**config.mk**
```make
export PLATFORM = sky130hd
export DESIGN_NAME = polarizer_z_scan_sequencer
export DESIGN_NICKNAME = d
export VERILOG_FILES = /design/src/rtl/pzss_pkg.sv /design/src/rtl/polarizer_z_scan_sequencer.sv
export SDC_FILE = /design/constraint.sdc
export NUM_CORES = 1
export LEC_CHECK = 0
export BUFFER_PORTS_ARGS = -buffer_cell sky130_fd_sc_hd__buf_2
export CORE_UTILIZATION = 62
export DETAILED_ROUTE_END_ITERATION = 7
export HOLD_SLACK_MARGIN = 0.06
export PLACE_DENSITY = 0.8
export SYNTH_ARGS = -nofsm -noshare
export SYNTH_HDL_FRONTEND = slang
export SYNTH_SLANG_ARGS = --single-unit
```
**constraint.sdc**
```tcl
create_clock -name i_clk -period 16.7 [get_ports i_clk]
set_clock_uncertainty 0.1 [all_clocks]
set_input_delay 3.34 -clock i_clk [delete_from_list [all_inputs] [get_ports i_clk]]
set_output_delay 3.34 -clock i_clk [all_outputs]
set_load 0.01 [all_outputs]
```
**src/rtl/pzss_pkg.sv**
```systemverilog
// shared types and constants for the polarizer z-scan sequencer
`timescale 1ns / 1ps
`default_nettype none
package pzss_pkg;

    typedef enum logic [2:0] {
        ACT_CAPTURE  = 3'd0,
        ACT_ANGLE    = 3'd1,
        ACT_Z        = 3'd2,
        ACT_CLOSE    = 3'd3,
        ACT_STARTED  = 3'd4,
        ACT_REFUSED  = 3'd5,
        ACT_FINISHED = 3'd6
    } t_action;

    typedef enum logic [1:0] {
        MODE_ROT   = 2'd0,
        MODE_ROT_Z = 2'd1,
        MODE_Z     = 2'd2,
        MODE_NONE  = 2'd3
    } t_mode;

    // register indexes of the configuration port
    localparam logic [2:0] CFG_SCAN_MODE      = 3'd0;
    localparam logic [2:0] CFG_ROT_STEPS      = 3'd1;
    localparam logic [2:0] CFG_ROT_STEP_SIZE  = 3'd2;
    localparam logic [2:0] CFG_START_ANGLE    = 3'd3;
    localparam logic [2:0] CFG_Z_PLANES       = 3'd4;
    localparam logic [2:0] CFG_Z_STEP_SIZE    = 3'd5;
    localparam logic [2:0] CFG_CAMERA         = 3'd6;
    localparam logic [2:0] CFG_PIEZO          = 3'd7;

    localparam int CFG_DATA_W = 19;
    localparam int ANGLE_W    = 19;
    localparam int ZMOVE_W    = 21;
    localparam int ROT_IDX_W  = 11;
    localparam int SLOTS      = 4;

    // millidegrees in one turn
    localparam logic [19:0] FULL_TURN  = 20'd360000;
    // largest z return magnitude that the signed field holds
    localparam logic [20:0] Z_RET_MAX  = 21'd1048576;

endpackage
`default_nettype wire

```
**src/rtl/polarizer_z_scan_sequencer.sv**
```systemverilog
// polarizer z-scan sequencer: command decode, scan state and result bank
`timescale 1ns / 1ps
`default_nettype none
// Takes start/stop toggles and scan ticks and answers each with zero to four
// result beats (captures, angle and z moves, close file, started, refused,
// finished). An accepted item is held in the input register, is
// decoded there in a single pass against the scan state, and its results are
// loaded at once into a four-entry result bank that drains one beat per cycle
// while i_out_ready is high. The next item is decoded in the cycle the
// previous item's last beat leaves, so an item's results never overwrite
// beats still waiting in the bank. Configuration is one write per cycle and
// is always ready.
module polarizer_z_scan_sequencer #(
    parameter int MAX_ROTATION_STEPS = 1000,
    parameter int MAX_Z_PLANES       = 200
) (
    input  wire logic                    i_clk,
    input  wire logic                    i_rst_n,
    // item input
    input  wire logic                    i_in_valid,
    output logic                         o_in_ready,
    input  wire logic                    i_cmd,
    input  wire logic                    i_camera_busy,
    // result output
    output logic                         o_out_valid,
    input  wire logic                    i_out_ready,
    output pzss_pkg::t_action            o_action,
    output logic [18:0]                  o_angle,
    output logic signed [20:0]           o_z_move,
    output logic                         o_last,
    // configuration writes
    input  wire logic                    i_cfg_valid,
    output logic                         o_cfg_ready,
    input  wire logic [2:0]              i_cfg_index,
    input  wire logic [18:0]             i_cfg_data
);
    import pzss_pkg::*;

    localparam logic [11:0] MaxRot    = 12'(MAX_ROTATION_STEPS);
    localparam logic [7:0]  MaxPlanes = 8'(MAX_Z_PLANES);

    // configuration registers
    t_mode        r_mode;
    logic [9:0]   r_rot_steps;
    logic [16:0]  r_rot_step_size;
    logic [18:0]  r_start_angle;
    logic [7:0]   r_z_planes;
    logic [12:0]  r_z_step_size;
    logic         r_camera;
    logic         r_piezo;

    // scan state
    logic                  r_scanning,  n_scanning;
    logic [ROT_IDX_W-1:0]  r_rot_idx,   n_rot_idx;
    logic [7:0]            r_plane_idx, n_plane_idx;
    logic [18:0]           r_target,    n_target;
    logic                  r_pending,   n_pending;

    // input register
    logic r_in_valid;
    logic r_cmd;
    logic r_busy;

    // result bank
    t_action            r_act [SLOTS];
    logic [18:0]        r_ang [SLOTS];
    logic signed [20:0] r_zm  [SLOTS];
    logic [2:0]         r_num;
    logic [1:0]         r_rd;

    t_action            n_act [SLOTS];
    logic [18:0]        n_ang [SLOTS];
    logic signed [20:0] n_zm  [SLOTS];
    logic [2:0]         n_cnt;

    logic        out_fire;
    logic        bank_free;
    logic        move;

    logic [18:0] start_pos;
    logic [9:0]  steps_used;
    logic [7:0]  planes_used;
    logic [19:0] t_sum;
    logic [18:0] t_next;
    logic [20:0] z_prod;
    logic [20:0] z_dist;
    logic signed [20:0] z_ret;
    logic signed [20:0] z_step;
    logic        rot_mode;

    // emission flags, in output order
    logic        f_cap, f_close, f_ang1, f_zstep, f_zret, f_ang2, f_end;
    logic [18:0] ang1_val;
    t_action     end_act;
    logic        do_finish;

    assign o_cfg_ready = 1'b1;

    always_ff @(posedge i_clk) begin
        if (!i_rst_n) begin
            r_mode          <= MODE_ROT;
            r_rot_steps     <= 10'd40;
            r_rot_step_size <= 17'd5000;
            r_start_angle   <= 19'd51300;
            r_z_planes      <= 8'd1;
            r_z_step_size   <= 13'd5000;
            r_camera        <= 1'b1;
            r_piezo         <= 1'b1;
        end else if (i_cfg_valid) begin
            case (i_cfg_index)
                CFG_SCAN_MODE:     r_mode          <= t_mode'(i_cfg_data[1:0]);
                CFG_ROT_STEPS:     r_rot_steps     <= i_cfg_data[9:0];
                CFG_ROT_STEP_SIZE: r_rot_step_size <= i_cfg_data[16:0];
                CFG_START_ANGLE:   r_start_angle   <= i_cfg_data;
                CFG_Z_PLANES:      r_z_planes      <= i_cfg_data[7:0];
                CFG_Z_STEP_SIZE:   r_z_step_size   <= i_cfg_data[12:0];
                CFG_CAMERA:        r_camera        <= i_cfg_data[0];
                CFG_PIEZO:         r_piezo         <= i_cfg_data[0];
                default: ;
            endcase
        end
    end

    // handshake between input register and result bank
    assign o_out_valid = (r_num != 3'd0);
    assign o_last      = (({1'b0, r_rd} + 3'd1) == r_num);
    assign out_fire    = o_out_valid && i_out_ready;
    assign bank_free   = !o_out_valid || (out_fire && o_last);
    assign move        = r_in_valid && bank_free;
    assign o_in_ready  = !r_in_valid || move;

    assign o_action = r_act[r_rd];
    assign o_angle  = r_ang[r_rd];
    assign o_z_move = r_zm[r_rd];

    always_ff @(posedge i_clk) begin
        if (!i_rst_n) begin
            r_in_valid <= 1'b0;
        end else if (o_in_ready) begin
            r_in_valid <= i_in_valid;
        end
    end

    always_ff @(posedge i_clk) begin
        if (o_in_ready && i_in_valid) begin
            r_cmd  <= i_cmd;
            r_busy <= i_camera_busy;
        end
    end

    // derived quantities
    assign start_pos   = (r_start_angle >= FULL_TURN[18:0])
                         ? 19'(r_start_angle - FULL_TURN[18:0]) : r_start_angle;
    assign steps_used  = ({2'b0, r_rot_steps} > MaxRot) ? MaxRot[9:0] : r_rot_steps;
    assign planes_used = (r_z_planes > MaxPlanes) ? MaxPlanes : r_z_planes;
    assign t_sum       = {1'b0, r_target} + {3'b0, r_rot_step_size};
    assign t_next      = (t_sum >= FULL_TURN) ? 19'(t_sum - FULL_TURN) : t_sum[18:0];
    assign z_prod      = {13'd0, planes_used - 8'd1} * {8'd0, r_z_step_size};
    assign z_dist      = (z_prod > Z_RET_MAX) ? Z_RET_MAX : z_prod;
    assign z_ret       = $signed(21'(~z_dist + 21'd1));
    assign z_step      = $signed({8'b0, r_z_step_size});
    assign rot_mode    = (r_mode == MODE_ROT) || (r_mode == MODE_ROT_Z);

    // decode of the registered item against the scan state
    always_comb begin
        n_scanning  = r_scanning;
        n_rot_idx   = r_rot_idx;
        n_plane_idx = r_plane_idx;
        n_target    = r_target;
        n_pending   = r_pending;
        f_cap       = 1'b0;
        f_close     = 1'b0;
        f_ang1      = 1'b0;
        f_zstep     = 1'b0;
        f_zret      = 1'b0;
        f_ang2      = 1'b0;
        f_end       = 1'b0;
        ang1_val    = start_pos;
        end_act     = ACT_FINISHED;
        do_finish   = 1'b0;

        if (r_cmd) begin
            if (r_scanning && r_camera) begin
                if (r_pending) begin
                    do_finish = 1'b1;
                end else if (rot_mode) begin
                    if (r_rot_idx <= {1'b0, steps_used}) begin
                        n_target  = t_next;
                        f_cap     = 1'b1;
                        f_ang1    = 1'b1;
                        ang1_val  = t_next;
                        n_rot_idx = r_rot_idx + 1'b1;
                    end else if (r_mode == MODE_ROT_Z && r_plane_idx < planes_used) begin
                        f_close     = 1'b1;
                        n_target    = start_pos;
                        f_ang1      = 1'b1;
                        n_rot_idx   = ROT_IDX_W'(1);
                        f_zstep     = r_piezo;
                        n_plane_idx = r_plane_idx + 8'd1;
                    end else begin
                        do_finish = 1'b1;
                    end
                end else if (r_mode == MODE_Z) begin
                    if (r_plane_idx <= planes_used) begin
                        f_cap = 1'b1;
                        if (r_plane_idx < planes_used) begin
                            f_zstep     = r_piezo;
                            n_plane_idx = r_plane_idx + 8'd1;
                        end else begin
                            n_pending = 1'b1;
                        end
                    end else begin
                        do_finish = 1'b1;
                    end
                end
            end
        end else if (r_scanning) begin
            do_finish = 1'b1;
        end else begin
            f_ang2 = rot_mode;
            f_end  = 1'b1;
            if (r_busy) begin
                end_act = ACT_REFUSED;
            end else begin
                end_act     = ACT_STARTED;
                n_rot_idx   = ROT_IDX_W'(1);
                n_plane_idx = 8'd1;
                n_target    = start_pos;
                n_pending   = 1'b0;
                n_scanning  = 1'b1;
            end
        end

        if (do_finish) begin
            f_zret     = (r_mode == MODE_ROT_Z || r_mode == MODE_Z) && r_piezo
                         && (planes_used > 8'd1);
            f_ang2     = rot_mode;
            f_end      = 1'b1;
            end_act    = ACT_FINISHED;
            n_scanning = 1'b0;
            n_pending  = 1'b0;
        end
    end

    // pack the flagged results into bank slots in order
    always_comb begin
        for (int i = 0; i < SLOTS; i++) begin
            n_act[i] = ACT_CAPTURE;
            n_ang[i] = 19'd0;
            n_zm[i]  = 21'sd0;
        end
        n_cnt = 3'd0;
        if (f_cap) begin
            n_cnt = 3'd3;
        end
        if (f_close) begin
            n_act[n_cnt[1:0]] = ACT_CLOSE;
            n_cnt = n_cnt + 3'd1;
        end
        if (f_ang1) begin
            n_act[n_cnt[1:0]] = ACT_ANGLE;
            n_ang[n_cnt[1:0]] = ang1_val;
            n_cnt = n_cnt + 3'd1;
        end
        if (f_zstep) begin
            n_act[n_cnt[1:0]] = ACT_Z;
            n_zm[n_cnt[1:0]]  = z_step;
            n_cnt = n_cnt + 3'd1;
        end
        if (f_zret) begin
            n_act[n_cnt[1:0]] = ACT_Z;
            n_zm[n_cnt[1:0]]  = z_ret;
            n_cnt = n_cnt + 3'd1;
        end
        if (f_ang2) begin
            n_act[n_cnt[1:0]] = ACT_ANGLE;
            n_ang[n_cnt[1:0]] = start_pos;
            n_cnt = n_cnt + 3'd1;
        end
        if (f_end) begin
            n_act[n_cnt[1:0]] = end_act;
            n_cnt = n_cnt + 3'd1;
        end
    end

    always_ff @(posedge i_clk) begin
        if (!i_rst_n) begin
            r_scanning  <= 1'b0;
            r_rot_idx   <= '0;
            r_plane_idx <= 8'd1;
            r_target    <= 19'd0;
            r_pending   <= 1'b0;
        end else if (move) begin
            r_scanning  <= n_scanning;
            r_rot_idx   <= n_rot_idx;
            r_plane_idx <= n_plane_idx;
            r_target    <= n_target;
            r_pending   <= n_pending;
        end
    end

    always_ff @(posedge i_clk) begin
        if (!i_rst_n) begin
            r_num <= 3'd0;
            r_rd  <= 2'd0;
        end else if (move) begin
            r_num <= n_cnt;
            r_rd  <= 2'd0;
        end else if (out_fire) begin
            if (o_last) begin
                r_num <= 3'd0;
                r_rd  <= 2'd0;
            end else begin
                r_rd <= r_rd + 2'd1;
            end
        end
    end

    always_ff @(posedge i_clk) begin
        if (move) begin
            for (int i = 0; i < SLOTS; i++) begin
                r_act[i] <= n_act[i];
                r_ang[i] <= n_ang[i];
                r_zm[i]  <= n_zm[i];
            end
        end
    end

`ifndef SYNTHESIS
    // an item's beats come without a gap until its last one
    a_burst_continues: assert property (@(posedge i_clk) disable iff (!i_rst_n)
        (o_out_valid && !o_last) |=> o_out_valid)
        else $error("result burst broken before last beat");

    a_bank_depth: assert property (@(posedge i_clk) disable iff (!i_rst_n)
        (r_num <= 3'd4) && (!o_out_valid || ({1'b0, r_rd} < r_num)))
        else $error("result bank count out of range");

    a_angle_wrapped: assert property (@(posedge i_clk) disable iff (!i_rst_n)
        (o_out_valid && o_action == ACT_ANGLE) |-> ({1'b0, o_angle} < FULL_TURN))
        else $error("angle beat not below a full turn");

    a_z_only_on_move: assert property (@(posedge i_clk) disable iff (!i_rst_n)
        (o_out_valid && o_action != ACT_Z) |-> (o_z_move == 21'sd0))
        else $error("z distance on a beat that is not a z move");

    a_reset_quiet: assert property (@(posedge i_clk)
        !i_rst_n |=> (!o_out_valid && !r_scanning))
        else $error("output or scan active after reset");
`endif

endmodule
`default_nettype wire
```
Word-level counts from Yosys, hierarchy flattened
Memory sizes are Yosys's and may differ from the RTL's. A register that Yosys moved wholly into a read port is not among the register bits.
Index checks and enable logic that the tools add are counted.
Word-level totals
  memories kept: 3
  RAM bits: 172
  bits in registers: 119
  input port bits: 29
  word-level logic and storage cells: 294
  output and inout bits: 47
Cells by class
  eq/ne operators: 25
  multipliers: 1
  mux-type cells: 150
  bitwise operators: 22
  reduce and logical (&&, ||, !) cells: 39
  add/sub/neg operators: 15
  magnitude comparators: 21
Memories
  r_zm: words 4, bits a word 21, read ports 1, clocked after memory_dff 1, write ports 4, line polarizer_z_scan_sequencer.sv:67  | logic signed [20:0] r_zm [SLOTS];
  r_ang: words 4, bits a word 19, read ports 1, clocked after memory_dff 1, write ports 4, line polarizer_z_scan_sequencer.sv:66  | logic [18:0] r_ang [SLOTS];
  r_act: words 4, bits a word 3, read ports 1, clocked after memory_dff 1, write ports 4, line polarizer_z_scan_sequencer.sv:65  | t_action r_act [SLOTS];
Operator list (number)
  2-to-1 mux 19 bit: 17
  2-to-1 mux 84 bit: 2
  2-to-1 mux 76 bit: 2
  2-to-1 mux 11 bit: 9
  2-to-1 mux 8 bit: 12
  AND 76 x 84 -> 84 bit: 1
  bitwise mux 84 bit: 1
  demux 21 bit (select 2 bit): 2
  AND 76 bit: 1
  bitwise mux 76 bit: 1
  demux 19 bit (select 2 bit): 2
  2-to-1 mux 21 bit: 3
  2-to-1 mux 1 bit: 60
  2-to-1 mux 12 bit: 5
  2-to-1 mux 3 bit: 16
  subtractor 19 bit, second input constant: 2
  demux 3 bit (select 2 bit): 6
  inverter 8 bit: 4
  AND 8 bit: 3
  adder 21 x 1 -> 21 bit, second input constant: 1
  greater-than comparator 21 bit, second input constant: 1
  multiplier 8 x 13 -> 21 bit: 1
  inverter 21 bit: 1
  adder 19 x 17 -> 20 bit: 1
  other kinds (46): 119

Depth between registers and ports, before layout
Gate-level depths: netlist (run 1).
  depth in word-level cells: 28
  mapped depth: 38

Worst setup path after synthesis (run 1)
OpenSTA, ideal clock, no wires.
  path kind: input to register
  start point: input i_out_ready
  end point: register r_rot_idx[3]
  data arrival time: 14.436 ns
  cell stages on the path: 7
  data required time: 16.526 ns
  library setup time: 0.074 ns
  path buffers: 0
  path slack: 2.090 ns
  cells stage by stage: nand2_1 -> a21boi_1 -> nand2_1 -> a21oi_1 -> nand2_1 -> or3_1 -> a21oi_1
On the way
  cells in the longest elaborated chain, start to end: 5
Ends and longest elaborated chain
  start, declared: line polarizer_z_scan_sequencer.sv:26  | input wire logic i_out_ready,
  logical AND 1 bit: line polarizer_z_scan_sequencer.sv:127  | assign out_fire = o_out_valid && i_out_ready;
  logical AND 1 bit: line polarizer_z_scan_sequencer.sv:128  | assign bank_free = !o_out_valid || (out_fire && o_last);
  logical OR 1 bit: line polarizer_z_scan_sequencer.sv:128
  logical AND 1 bit: line polarizer_z_scan_sequencer.sv:129  | assign move = r_in_valid && bank_free;
  via move: line polarizer_z_scan_sequencer.sv:78  | logic move;
  AND reduction 7 bit (no line)
  end signal, assigned: line polarizer_z_scan_sequencer.sv:295  | r_rot_idx <= n_rot_idx;
  end, declared: line polarizer_z_scan_sequencer.sv:54  | logic [ROT_IDX_W-1:0] r_rot_idx, n_rot_idx;
The timed path passes the listed nets, and every way through them passes these cells.
A chain may end at the register's enable or synchronous reset.

==> results of run 1 <==
## metrics by stage
stage	hold slack, ps	utilization (%)
after floorplan	336	-
after global placement	345	65.4
after detailed placement	347	65.4
after CTS	365	68.7
after global routing	381	68.7
final	367	68.7
## layout make-up
cell class | instances | area, sq um | share of cell area (%)
Clock inverter | 21 | 211 | 0.965
Tap cell | 435 | 544 | 2.48
Inverter | 132 | 495 | 2.26
Sequential cell | 293 | 7610 | 34.7
Multi-Input combinational cell | 1577 | 11800 | 53.7
Clock buffer | 37 | 828 | 3.78
Timing Repair Buffer | 86 | 460 | 2.10
## layer usage
metal | global-route usage (%) | vias to the layer above
met5 | 0 | -
li1 | - | 7635
met3 | 4.90 | 95
met4 | 7.87 | 0
met2 | 47.9 | 891
met1 | 45.3 | 8075
## path summary, 6_finish.rpt
path / end / slack, ps / depth (start not counted)
hold reg to reg: r_rot_step_size[5]$_SDFFE_PN0P_ / 370 / 2
setup / recovery: r_zm[3][18]$_SDFFCE_PN0P_ / 6270 / 31
hold / removal: r_rot_step_size[5]$_SDFFE_PN0P_ / 370 / 2
setup reg to reg: r_zm[3][18]$_SDFFCE_PN0P_ / 6270 / 31
## report_power, final
group / internal (W) / total [W] / switching [W] / leakage, nW
combinational: 0.0000944 / 0.000272 / 0.000177 / 5.43
clock: 0.000402 / 0.000692 / 0.000290 / 0.501
sequential: 0.000790 / 0.000806 / 0.0000155 / 2.67
## flip-flops by register name (all words and copies together) (netlist names), named ones only
name	cells
r_act	12
r_rot_idx	11
r_scanning	1
r_ang	76
r_rot_step_size	17
r_cmd	1
r_mode	2
r_camera	1
r_piezo	1
r_plane_idx	8
r_busy	1
r_pending	1
r_z_step_size	13
r_z_planes	8
r_start_angle	19
r_rd	2
r_num	3
r_in_valid	1
r_target	19
r_zm	84
r_rot_steps	10
## layout by cell type (no fill, tap or decap), types with 9 or more instances in the layout
master       n
or2_2        9
a31oi_1     13
buf_2       74
fa_1        68
a22o_1      55
and3_1      14
clkbuf_16   31
xnor2_1     42
nand3_1     64
nor2b_1     37
o211ai_1    20
nor2_1     115
or3_1       15
edfxtp_1   174
inv_1      130
ha_1       108
o21ai_0     77
a21o_1      17
o21ai_1     13
nand2_1    308
a211oi_1    12
o22ai_1     37
buf_4       12
nand2b_1    32
a21oi_1    125
nor3_1      47
dfxtp_1    117
mux4_2      43
mux2i_1     14
xor2_1      34
and2_1      59
nand4_1     22
## logic make-up (layout without fill, tap and decap cells)
family	Yosys count	after routing	share of synthesized area [%]
and+or+nand+nor	776	776	18.8
AOI/OAI and AO/OA	485	485	16.5
DFF	293	293	37.5
buffers and inverters	243	276	4.68
adders and majority gates	176	176	13.4
xor gates and xnor gates	77	77	3.39
muxes	62	62	5.76
other	1	1	0.0185
## worst max-delay path: cells and delay by family, from the launching register on
| family | cells | cell delay, ps |
|---|---|---|
| compound gates | 7 | 2470 |
| simple gates | 11 | 2520 |
| fa+ha+maj | 7 | 3120 |
| xor+xnor | 1 | 890 |
| flops | 1 | 510 |
| buf+inv | 5 | 510 |
==> flow_metrics.tcl, run 1 <==
set metrics [dict create \
    setup_tns_ps 0 \
    cap_viol_max_count 0 \
    fin_area_sq_mm 0.0219 \
    cts_tree "yes" \
    drc 0 \
    cts.sinks 293 \
    drt_first_pass_iters 6 \
    worst_path_largest_cell_delay_ps 890 \
    synth_cells 2113 \
    hpwl_um 37100 \
    holdBufCountCts 0 \
    stdcell_count 2581 \
    first_iter_violations 1893 \
    fp.dieArea_sq_mm 0.0334 \
    fill_cells 2361 \
    synth_top_area_cell "edfxtp_1" \
    cp_slowest_cell "xnor2_1" \
    startpoint_type "register" \
    power.leakage_nw 8.60 \
    tightestPinTransition_ps 1260 \
    synth_top_area_share_pct 25.8 \
    synth_edf_count 174 \
    wl_met2_um 23100 \
    drt_wl_total_um 51700 \
    nNetsFinal 2326 \
    synthFlopType "edfxtp_1" \
    die_height_um 183 \
    setup_viol 0 \
    ios 76 \
    cts_buffers 31 \
    period_minus_slack_ps 10430 \
    hp-start "r_rot_step_size[5]$_SDFFE_PN0P_" \
    syn2layout_area_growth_pct 7.98 \
    rsz0062_at_grt "false" \
    die_width_um 183 \
    netlist_top_cells_count "308 x nand2_1, 174 x edfxtp_1, 130 x inv_1" \
    placed_cells 2523 \
    synth_warnings 0 \
    dpl_cell_area_sq_mm 0.0209 \
    power_density_mw_per_mm2 80.8 \
    finalPower_w 0.00177 \
    drv_slew 0 \
    htreeDepth 1 \
    overflow 0 \
    finalWorstSetupSlack_ps 6270 \
    layout-drive-gt1-share_pct 10.8 \
    diodes 0 \
    clk_latency_ps 580 \
    synthTopCellsByArea "edfxtp_1 26%, dfxtp_1 12%, fa_1 6.7%" \
    synth_seq_cells 293 \
    fp.coreArea_sq_mm 0.0319 \
    cts_buffer_depth 3 \
    synth_area_sq_mm 0.0203 \
    syn_nets 2318 \
    cp.arrival_ps 10610 \
    ir_worst_vdd_uv 99.7 \
    max_slew_margin_pct 15.9 \
    min_period_over_period_pct 62.5 \
    status "complete, no violations" \
    topRoutingLayerUsed "met4" \
    vias_per_cell 6.47 \
    io_buffers 74 \
    met3_length_um 5320 \
    clk_pin_slew_ps 60 \
    antenna_left 0 \
    gr-usage-all-layers_pct 30.9 \
    antenna_found_initial 0 \
    grt_max_degree 97 \
    initial_core_util_pct 63.6 \
    yosysUniqueCellTypes 102 \
    crit_start "r_z_planes[6]$_SDFFE_PN0P_" \
    gp_congestion 0.924 \
    placement_rows 65 \
    cts_setup_buffers 0 \
    setup.worst_path.class "register to register" \
    hold_violations 0 \
    wire_per_inst_um 20.0 \
    synthMostInstantiatedCell "nand2_1" \
    grt_pass1_wl_um 82400 \
    pre_cts_slack_ps 6400 \
    grt_pass1_vias 15800 \
    fmax_mhz 95.9 \
    wl_met1_um 22300 \
    cp_max_fo 17 \
    syn_avg_cell_area_sq_um 9.60 \
    cts_resized 0 \
    ys_async_sr_fraction_pct 0 \
    cts_root_buf "clkbuf_16" \
    num_vias 16700 \
    r2r_start "r_z_planes[6]$_SDFFE_PN0P_" \
    yosysSeqAreaShare_pct 37.5 \
    hp-class "register to register" \
    crit_path_end_kind "register" \
    worstPathRequired_ps 16880 \
]
No activity file was read; power rests on OpenSTA's default activity.
==> run 2: changes to the inputs <==
clock period = 10.2 ns   (was 16.7 ns; I/O delays follow)
==> flow_metrics.tcl, run 2 (same netlist as run 1, synthesis figures left out) <==
set metrics [dict create \
    wl_met2_um 23300 \
    setup_tns_ps 0 \
    finalWorstSetupSlack_ps 861 \
    holdBufCountCts 0 \
    grt_pass1_vias 15400 \
    pre_cts_slack_ps 912 \
    clk_pin_slew_ps 60 \
    wl_met1_um 22200 \
    fmax_mhz 107 \
    clk_latency_ps 590 \
    register_area_sq_mm 0.00761 \
    period_minus_slack_ps 9340 \
    max_slew_margin_pct 22.2 \
    antenna_left 0 \
    fill_cells 2403 \
    wire_per_inst_um 20.1 \
    fin_area_sq_mm 0.0219 \
    cts_setup_buffers 0 \
    hold_violations 0 \
    drv_slew 0 \
    antenna_found_initial 0 \
    gp_congestion 0.929 \
    largestRegisters "r_zm (84), r_ang (76)" \
    hpwl_um 37300 \
    syn2layout_area_growth_pct 8.16 \
    cts_buffers 31 \
    regMostFlops "r_zm" \
    worstPathRequired_ps 10400 \
    placement_rows 65 \
    cts_resized 0 \
    final_common_cell "nand2_1" \
    final_cell_mix "308 x nand2_1, 174 x edfxtp_1, 130 x inv_1" \
    cp_max_fo 13 \
    crit_top_cell "fa_1" \
    die_height_um 183 \
    crit_path_end_kind "register" \
    fp.coreArea_sq_mm 0.0319 \
    layout-drive-gt1-share_pct 11.1 \
    cp_slowest_cell "xnor2_1" \
    grt_max_degree 94 \
    min_period_over_period_pct 91.6 \
    worst_path_largest_cell_delay_ps 820 \
    cts_tree "yes" \
    setup_viol 0 \
    initial_core_util_pct 63.6 \
    setup.worst_path.class "register to register" \
    fin_util_pct 68.8 \
    overflow 0 \
    first_iter_violations 1979 \
    io_buffers 74 \
    cap_viol_max_count 0 \
    ios 76 \
    num_vias 16600 \
    topRoutingLayerUsed "met4" \
    power_density_mw_per_mm2 132 \
    htreeDepth 1 \
    dpl_cell_area_sq_mm 0.0209 \
    rsz0062_at_grt "false" \
    power.leakage_nw 8.63 \
    cts.sinks 293 \
    status "complete, no violations" \
    gr-usage-all-layers_pct 31.1 \
    largest_register_ffs 84 \
    hp-class "register to register" \
    drt_first_pass_iters 8 \
    nNetsFinal 2332 \
    cts_buffer_depth 3 \
    ff2ff_path_depth 30 \
    ir_worst_vdd_uv 158 \
    cp.arrival_ps 9540 \
    min_path_cells 2 \
    met3_length_um 5520 \
    tightestPinTransition_ps 1170 \
    grt_pass1_wl_um 82100 \
    diodes 0 \
    vias_per_cell 6.42 \
    finalPower_w 0.00290 \
    die_width_um 183 \
    startpoint_type "register" \
    cts_root_buf "clkbuf_16" \
    drt_wl_total_um 52000 \
    multi_input_comb_area_sq_mm 0.0118 \
    fp.dieArea_sq_mm 0.0334 \
    drc 0 \
]
## run 2: worst paths after layout
check / end / start / slack (ps)
setup / recovery: r_zm[2][18]$_SDFFCE_PN0P_ / r_z_planes[6]$_SDFFE_PN0P_ / 860
hold / removal: r_target[15]$_SDFFE_PN0P_ / r_target[15]$_SDFFE_PN0P_ / 360
setup reg to reg: r_zm[2][18]$_SDFFCE_PN0P_ / r_z_planes[6]$_SDFFE_PN0P_ / 860
hold reg to reg: r_target[15]$_SDFFE_PN0P_ / r_target[15]$_SDFFE_PN0P_ / 360
## run 2: per-layer routing
layer | track usage (%) | up-vias
met1 | 45.6 | 7954
met5 | 0 | -
met4 | 7.37 | 0
met3 | 4.65 | 96
met2 | 48.7 | 898
li1 | - | 7651
## run 2: per-stage QoR
step	hold WS, ps	cells
floorplan	336	2113
global placement	346	2529
detailed placement	352	2529
CTS	361	2587
global route	386	2587
finish	356	2587
## run 2: worst max-delay path: cells and delay by family (launching register included)
family                   cells  cell delay (ps)
XOR/XNOR                     1              820
buffers and inverters        4              410
AND/OR/NAND/NOR             12             2120
flip-flops                   1              500
adder cells (fa/ha/maj)      6             2700
AO/OA/AOI/OAI                7             2420
## run 2: power by group
group	switching [W]	total [W]	internal, W
logic	0.000288	0.000443	0.000155
clock network	0.000496	0.00113	0.000639
registers	0.0000252	0.00132	0.00129
## run 2: cell type report
cell class,count,share of cell area [%]
Inverter,132,2.26
Tap cell,435,2.48
Clock buffer,37,3.78
Timing Repair Buffer,92,2.30
Multi-Input combinational cell,1577,53.6
Clock inverter,21,0.924
Sequential cell,293,34.7
